**config.mk**
```make
export PLATFORM = sky130hd
export DESIGN_NAME = aesctr_front
export DESIGN_NICKNAME = d
export VERILOG_FILES = /design/src/rtl/aesctr_pkg.sv /design/src/rtl/aesctr_front.sv
export SDC_FILE = /design/constraint.sdc
export NUM_CORES = 1
export LEC_CHECK = 0
export ABC_CLOCK_PERIOD_IN_PS = 1900
export BUFFER_PORTS_ARGS = -buffer_cell sky130_fd_sc_hd__buf_2
export CAP_MARGIN = 20
export CORE_ASPECT_RATIO = 1.25
export CORE_MARGIN = 2
export CORE_UTILIZATION = 50
export DETAILED_ROUTE_END_ITERATION = 10
export PLACE_DENSITY = 0.72
export SLEW_MARGIN = 20
export SYNTH_ARGS = -nofsm -noshare
export SYNTH_HDL_FRONTEND = slang
export SYNTH_SLANG_ARGS = --single-unit
```
**constraint.sdc**
```tcl
create_clock -name clk -period 1.9 [get_ports clk]
set_clock_uncertainty 0.05 [all_clocks]
set_input_delay 0.19 -clock clk [delete_from_list [all_inputs] [get_ports clk]]
set_output_delay 0.19 -clock clk [all_outputs]
set_load 0.01 [all_outputs]
```
**src/rtl/aesctr_pkg.sv**
```systemverilog
`timescale 1ns / 1ps
`default_nettype none

package aesctr_pkg;

	localparam int BLOCK_BYTES = 16;
	localparam int POS_W = $clog2(BLOCK_BYTES);
	localparam int QUEUE_DEPTH = 4;
	localparam int LAST_ROUND = 10;
	localparam int ROUND_W = 4;

	typedef struct packed {
		logic       valid;
		logic [7:0] data;
		logic       last;
	} q_head_t;

	localparam logic [7:0] SBOX [256] = '{
		8'h63,8'h7c,8'h77,8'h7b,8'hf2,8'h6b,8'h6f,8'hc5,8'h30,8'h01,8'h67,8'h2b,8'hfe,8'hd7,8'hab,8'h76,
		8'hca,8'h82,8'hc9,8'h7d,8'hfa,8'h59,8'h47,8'hf0,8'had,8'hd4,8'ha2,8'haf,8'h9c,8'ha4,8'h72,8'hc0,
		8'hb7,8'hfd,8'h93,8'h26,8'h36,8'h3f,8'hf7,8'hcc,8'h34,8'ha5,8'he5,8'hf1,8'h71,8'hd8,8'h31,8'h15,
		8'h04,8'hc7,8'h23,8'hc3,8'h18,8'h96,8'h05,8'h9a,8'h07,8'h12,8'h80,8'he2,8'heb,8'h27,8'hb2,8'h75,
		8'h09,8'h83,8'h2c,8'h1a,8'h1b,8'h6e,8'h5a,8'ha0,8'h52,8'h3b,8'hd6,8'hb3,8'h29,8'he3,8'h2f,8'h84,
		8'h53,8'hd1,8'h00,8'hed,8'h20,8'hfc,8'hb1,8'h5b,8'h6a,8'hcb,8'hbe,8'h39,8'h4a,8'h4c,8'h58,8'hcf,
		8'hd0,8'hef,8'haa,8'hfb,8'h43,8'h4d,8'h33,8'h85,8'h45,8'hf9,8'h02,8'h7f,8'h50,8'h3c,8'h9f,8'ha8,
		8'h51,8'ha3,8'h40,8'h8f,8'h92,8'h9d,8'h38,8'hf5,8'hbc,8'hb6,8'hda,8'h21,8'h10,8'hff,8'hf3,8'hd2,
		8'hcd,8'h0c,8'h13,8'hec,8'h5f,8'h97,8'h44,8'h17,8'hc4,8'ha7,8'h7e,8'h3d,8'h64,8'h5d,8'h19,8'h73,
		8'h60,8'h81,8'h4f,8'hdc,8'h22,8'h2a,8'h90,8'h88,8'h46,8'hee,8'hb8,8'h14,8'hde,8'h5e,8'h0b,8'hdb,
		8'he0,8'h32,8'h3a,8'h0a,8'h49,8'h06,8'h24,8'h5c,8'hc2,8'hd3,8'hac,8'h62,8'h91,8'h95,8'he4,8'h79,
		8'he7,8'hc8,8'h37,8'h6d,8'h8d,8'hd5,8'h4e,8'ha9,8'h6c,8'h56,8'hf4,8'hea,8'h65,8'h7a,8'hae,8'h08,
		8'hba,8'h78,8'h25,8'h2e,8'h1c,8'ha6,8'hb4,8'hc6,8'he8,8'hdd,8'h74,8'h1f,8'h4b,8'hbd,8'h8b,8'h8a,
		8'h70,8'h3e,8'hb5,8'h66,8'h48,8'h03,8'hf6,8'h0e,8'h61,8'h35,8'h57,8'hb9,8'h86,8'hc1,8'h1d,8'h9e,
		8'he1,8'hf8,8'h98,8'h11,8'h69,8'hd9,8'h8e,8'h94,8'h9b,8'h1e,8'h87,8'he9,8'hce,8'h55,8'h28,8'hdf,
		8'h8c,8'ha1,8'h89,8'h0d,8'hbf,8'he6,8'h42,8'h68,8'h41,8'h99,8'h2d,8'h0f,8'hb0,8'h54,8'hbb,8'h16
	};

	function automatic logic [7:0] xtime(input logic [7:0] x);
		return {x[6:0], 1'b0} ^ (x[7] ? 8'h1b : 8'h00);
	endfunction

	function automatic logic [7:0] rcon(input logic [ROUND_W-1:0] r);
		logic [7:0] v;
		case (r)
			4'd1: v = 8'h01;
			4'd2: v = 8'h02;
			4'd3: v = 8'h04;
			4'd4: v = 8'h08;
			4'd5: v = 8'h10;
			4'd6: v = 8'h20;
			4'd7: v = 8'h40;
			4'd8: v = 8'h80;
			4'd9: v = 8'h1b;
			4'd10: v = 8'h36;
			default: v = 8'h00;
		endcase
		return v;
	endfunction

	// round key r from round key r-1
	function automatic logic [127:0] next_key(input logic [127:0] rk, input logic [ROUND_W-1:0] r);
		logic [31:0] w0, w1, w2, w3, t;
		w3 = rk[31:0];
		t = {SBOX[w3[23:16]], SBOX[w3[15:8]], SBOX[w3[7:0]], SBOX[w3[31:24]]}
			^ {rcon(r), 24'h0};
		w0 = rk[127:96] ^ t;
		w1 = rk[95:64] ^ w0;
		w2 = rk[63:32] ^ w1;
		w3 = rk[31:0] ^ w2;
		return {w0, w1, w2, w3};
	endfunction

	// SubBytes, ShiftRows and, unless final, MixColumns; byte 0 is the top byte
	function automatic logic [127:0] aes_round(input logic [127:0] st, input logic final_rnd);
		logic [7:0] s [16];
		logic [7:0] t [16];
		logic [7:0] a0, a1, a2, a3, all;
		logic [127:0] res;
		for (int i = 0; i < 16; i++) s[i] = SBOX[st[127-8*i -: 8]];
		for (int c = 0; c < 4; c++)
			for (int i = 0; i < 4; i++) t[i+4*c] = s[i + 4*((c+i)%4)];
		for (int c = 0; c < 4; c++) begin
			a0 = t[4*c];
			a1 = t[4*c+1];
			a2 = t[4*c+2];
			a3 = t[4*c+3];
			all = a0 ^ a1 ^ a2 ^ a3;
			if (!final_rnd) begin
				t[4*c]   = a0 ^ all ^ xtime(a0 ^ a1);
				t[4*c+1] = a1 ^ all ^ xtime(a1 ^ a2);
				t[4*c+2] = a2 ^ all ^ xtime(a2 ^ a3);
				t[4*c+3] = a3 ^ all ^ xtime(a3 ^ a0);
			end
		end
		for (int i = 0; i < 16; i++) res[127-8*i -: 8] = t[i];
		return res;
	endfunction

endpackage

`default_nettype wire

```
**src/rtl/aesctr_front.sv**
```systemverilog
`timescale 1ns / 1ps
`default_nettype none

module aesctr_front import aesctr_pkg::*; #(
	parameter int DEPTH = QUEUE_DEPTH
) (
	input  wire logic       clk,
	input  wire logic       arst_n,
	input  wire logic       in_valid,
	output logic            in_stall,
	input  wire logic [7:0] data_in,
	input  wire logic       last_byte,
	input  wire logic       pop,
	output q_head_t         head
);

	localparam int AW = $clog2(DEPTH);
	localparam int CW = $clog2(DEPTH + 1);

	logic [7:0]    data_mem [DEPTH];
	logic          last_mem [DEPTH];
	logic [AW-1:0] wr_ptr_q, rd_ptr_q;
	logic [CW-1:0] count_q;
	logic          push;

	assign in_stall = (count_q == CW'(DEPTH));
	assign push = in_valid && !in_stall;

	assign head.valid = (count_q != '0);
	assign head.data = data_mem[rd_ptr_q];
	assign head.last = last_mem[rd_ptr_q];

	always_ff @(posedge clk) begin
		if (push) begin
			data_mem[wr_ptr_q] <= data_in;
			last_mem[wr_ptr_q] <= last_byte;
		end
	end

	always_ff @(posedge clk or negedge arst_n) begin
		if (!arst_n) begin
			wr_ptr_q <= '0;
			rd_ptr_q <= '0;
			count_q <= '0;
		end else begin
			if (push) wr_ptr_q <= (wr_ptr_q == AW'(DEPTH-1)) ? '0 : wr_ptr_q + 1'b1;
			if (pop) rd_ptr_q <= (rd_ptr_q == AW'(DEPTH-1)) ? '0 : rd_ptr_q + 1'b1;
			if (push && !pop) count_q <= count_q + 1'b1;
			else if (pop && !push) count_q <= count_q - 1'b1;
		end
	end

endmodule

`default_nettype wire

```
# Yosys cells after proc, flatten, opt, wreduce, memory -nomap -nowiden
# Memories as Yosys holds them, arrays and structs flattened.
# Index checks and enable logic that the tools add are counted.
totals:
  regBits: 7
  ram_bits: 36
  inputBits: 13
  output_inout_bits: 11
  mem_count: 2
memory_table:
  columns: ["memory", "words", "width", "read_ports", "rd_clocked_by_memory_dff", "write_ports", "line_no", "rtl"]
  rows:
  - ["data_mem", 4, 8, 1, 0, 1, "aesctr_front.sv:20", "logic [7:0] data_mem [DEPTH];"]
  - ["last_mem", 4, 1, 1, 0, 1, "aesctr_front.sv:21", "logic last_mem [DEPTH];"]
op_classes:
  add_sub_neg: 4
  n_eq_ne: 3
  mux: 6
  n_reduce_logical: 8
op_table:
  columns: ["cell", "n"]
  rows:
  - ["2-to-1 mux 3 bit", 2]
  - ["adder 2 x 1 -> 2 bit (second input constant)", 2]
  - ["equality test 2 bit (second input constant)", 2]
  - ["2-to-1 mux 2 bit", 2]
  - ["adder 3 x 1 -> 3 bit (second input constant)", 1]
  - ["equality test 3 bit (second input constant)", 1]
  - ["logical AND 1 bit", 3]
  - ["logical NOT 1 bit", 3]
  - ["nonzero test 3 bit", 1]
  - ["subtractor 3 x 1 -> 3 bit (second input constant)", 1]
  - ["2-to-1 mux 1 bit", 2]
  - ["nonzero test 2 bit", 1]

# Longest topological paths before layout
depth:
  word_depth: 7
  depth_mapped: 8
  mapped_depth_nobuf: 8

# Least setup slack after synthesis
# Ideal clock, no wire load.
synth_path:
  path_kind: "register -> register"
  from: "register count_q[0]"
  to: "register count_q[1]"
  setup_ns: 0.125
  t_arrival_ns: 1.759
  required_ns: 1.725
  path_slack_ns: -0.034
  stages_incl_launch_ff: 7
  path_buffers: 0
  synth_period_minus_slack_ns: 1.934
  cell_sequence: "dfrtp_1 nor3b_4 nor2b_4 ha_1 inv_1 fa_1 mux2_2"
synth_via:
  elab_chain_len: 6
  word_cells_on_any_way: 11
synth_rtl:
  columns: ["element", "line_no", "rtl"]
  rows:
  - ["from (decl)", "aesctr_front.sv:23", "logic [CW-1:0] count_q;"]
  - ["from (signal assigned)", "aesctr_front.sv:48", "if (push && !pop) count_q <= count_q + 1'b1;"]
  - ["from (signal assigned)", "aesctr_front.sv:49", "else if (pop && !push) count_q <= count_q - 1'b1;"]
  - ["equality test 3 bit (*)", "aesctr_front.sv:26", "assign in_stall = (count_q == CW'(DEPTH));"]
  - ["via in_stall", "aesctr_front.sv:10", "output logic in_stall,"]
  - ["logical NOT 1 bit (*)", "aesctr_front.sv:27", "assign push = in_valid && !in_stall;"]
  - ["logical AND 1 bit (*)", "aesctr_front.sv:27", null]
  - ["via push", "aesctr_front.sv:24", "logic push;"]
  - ["logical NOT 1 bit", "aesctr_front.sv:49", null]
  - ["logical AND 1 bit", "aesctr_front.sv:49", null]
  - ["nonzero test 2 bit (no line)", null, null]
# The timed path passes the listed nets; every way through them passes the cells marked *. The select of a mux whose other input is x is not followed.
# A chain may end at the register's enable or synchronous reset.

# Final worst setup path
layout_path:
  from: "register count_q[0]"
  to: "register count_q[1]"
layout_via:
  elab_chain_len: 6
  word_cells_on_any_way: 11
layout_rtl:
  columns: ["element", "line_no"]
  rows:
  - ["equality test 3 bit (*)", "aesctr_front.sv:26"]
  - ["logical NOT 1 bit (*)", "aesctr_front.sv:27"]
  - ["logical AND 1 bit (*)", "aesctr_front.sv:27"]
  - ["via push", "aesctr_front.sv:24"]
  - ["logical NOT 1 bit", "aesctr_front.sv:49"]
  - ["logical AND 1 bit", "aesctr_front.sv:49"]
  - ["nonzero test 2 bit (no line)", null]
# Marked as above.

==> reports/results.ini <==
[status]
status=complete, no violations

[layout]
nNetsFinal=140
area_delta_synth_final_pct=21.4
regArea_mm2=0.00126
final_common_cell=edfxtp_1
fill_cells=258
drive_gt1_share_pct=50.4
antenna_cells=0
fin_cells=160
post-route-util_pct=62.2
multi_input_area_um2=484
final_cell_mix=36 x edfxtp_1, 23 x buf_2, 9 x mux4_2

[sta]
hold_viol=0
maxSlewHeadroom_pct=67.4
rsz0062_at_grt=true
finalSetupViolCount=0
drv_slew=0
worst_pin_slew_ns=0.489
fin_ws_ns=0.0624
clock.fmax_mhz=544
fin_crit_sh_pct=96.7
finalSetupTns_ns=0
min_period_ns=1.84

[routing]
drc=0
drt.antenna.violating_nets=0
routed_via_density=5.40
wl_per_cell_um=17.5
num_vias=864
drt-total-wl_mm=2.80
dr.first_iter.drc_count=17
drt_pass1_iterations=4

[logic_synthesis]
syn_area_per_cell_um2=20.9
synthCells=84
syn_nets=104
syn_area_mm2=0.00175
ys_seq_area_share_pct=71.7
synthDistinctLibCells=18
synth-seq-cells=43
yosys_warnings=0

[setup_path]
cp_top_family=adder cells
path_buf_inv=1
crit_type=flop to flop
crit_path_top_delay_cell=dfrtp_1
r2r_start=count_q[0]
slowest_delay_ns=0.43
r2r-end=count_q[1]
crit_arrival_ns=1.96
cp_max_fo=2
crit_path_cell_trace=nor3b_4 -> nor2b_4 -> ha_4 -> inv_2 -> fa_2 -> mux2_2
r2r_cells=6
startpoint_type=flop
cp_data_required_time_ns=2.03
end_kind=flop
r2r_setup_slack_ns=0.06

[die]
initial_utilization_pct=51.2
die_y_um=70.2
rows=24
io_pins=24
dieArea_mm2=0.00400
die_w_um=57.0
coreArea_mm2=0.00342

[clock_network]
worstSkewPairLatency_ns=0.30
clockRootBuffer=clkbuf_8
ctsLongestPathBuffers=2
cts_num_sinks=43
tritoncts.num_buffers=5
clkTransAtPathRegs_ns=0.08
htreeDepth=2
cts_tree=built

[global_route]
grt_antenna_before_repair=0
groute.usage.overall_pct=15.5
grt_pass1_vias=887
grt_start_max_net_pins=14
globalRouteOverflowTotal=0
grt_first_pass_wirelength_mm=4.36

[job]
drv_cap=0

[pwr]
max-vdd-ir-drop_v=0.000942
powerDensity_mw_per_mm2=1580
power_w=0.00335
power.leakage_nw=0.815

[min_path]
hp-class=primary input to flop
hold_path_end=data_mem[1][0]
whs_path_depth=1
hold_start=data_in[0]

[placed_design]
dp.cells=148
post-dp-hpwl_mm=1.79
place.gp.congestion=0.668
placement.io_buffers=23
preCtsSetupSlack_ns=0.0192

-- how the worst max path moves through the flow --
stage,endpoint,depth (start not counted),slack (ns),start
finish,count_q[1],6,0.06,count_q[0]
global route,count_q[2],8,0.001,count_q[2]
CTS,count_q[1],6,0.005,count_q[1]
detailed placement,count_q[1],6,0.02,count_q[1]
global placement,count_q[1],6,0.08,count_q[1]
floorplan,count_q[1],6,0.01,count_q[1]
-- repair_timing --
action	CTS	global route
buffers inserted	0	3
endpoints found under the setup margin	0	2
hold buffers	1	0
gates resized for setup	0	4
hold endpoints to repair	7	0
-- cell usage after synthesis --
cell / count / area (um^2)
edfxtp_1: 36 / 1080
mux4_2: 9 / 203
dfrtp_1: 7 / 175
ha_1: 6 / 75.1
inv_1: 4 / 15.0
nor2_1: 4 / 15.0
and2_2: 3 / 22.5
mux2_2: 3 / 33.8
mux2_4: 2 / 30.0
xor2_1: 2 / 17.5
buf_2: 1 / 5.00
buf_4: 1 / 7.51
fa_1: 1 / 20.0
nand2_1: 1 / 3.75
nor2b_4: 1 / 13.8
nor3b_4: 1 / 18.8
or3_2: 1 / 7.51
xnor2_1: 1 / 8.76
-- layer usage --
| layer | global-route usage, % | share of wire [%] | up-vias |
|---|---|---|---|
| met3 | 5.37 | 5.9 | 4 |
| met2 | 26.3 | 55 | 25 |
| met5 | 0 | 0 | - |
| met1 | 17.3 | 38 | 439 |
| met4 | 6.98 | 1.2 | 0 |
| li1 | - | - | 396 |
-- cell type report --
| type | instances | share of cell area, % |
|---|---|---|
| repair buffers | 31 | 8.94 |
| flip-flops and latches | 43 | 59.1 |
| well taps | 39 | 2.29 |
| inverters | 4 | 0.705 |
| clock inverters | 2 | 2.82 |
| multi-input cells | 35 | 22.8 |
| clock buffers | 6 | 3.41 |
-- metrics by stage --
stage	hold slack [ns]	cell area (um^2)
after CTS	0.0513	2090
after global routing	0.0519	2130
after detailed placement	-0.0181	1950
after global placement	-0.0221	1950
after floorplan	-0.156	1760
final	0.0590	2130
-- power by group --
part | internal, W | switching (W)
logic | 0.000615 | 0.000484
clock network | 0.000525 | 0.000298
registers | 0.00127 | 0.000157
total | 0.00241 | 0.000940
-- sequential cells by signal, summed over array words and instances (netlist names) --
| register | flops |
|---|---|
| data_mem | 32 |
| wr_ptr_q | 2 |
| rd_ptr_q | 2 |
| count_q | 3 |
| last_mem | 4 |
-- cell families after synthesis --
family                     share of synthesized area (%)
xor gates and xnor gates                            1.50
adders and majority gates                           5.42
buffers and inverters                               1.57
DFF                                                 71.7
muxes                                               15.2
and+or+nand+nor                                     4.64
(Power assumes the default switching activity.)
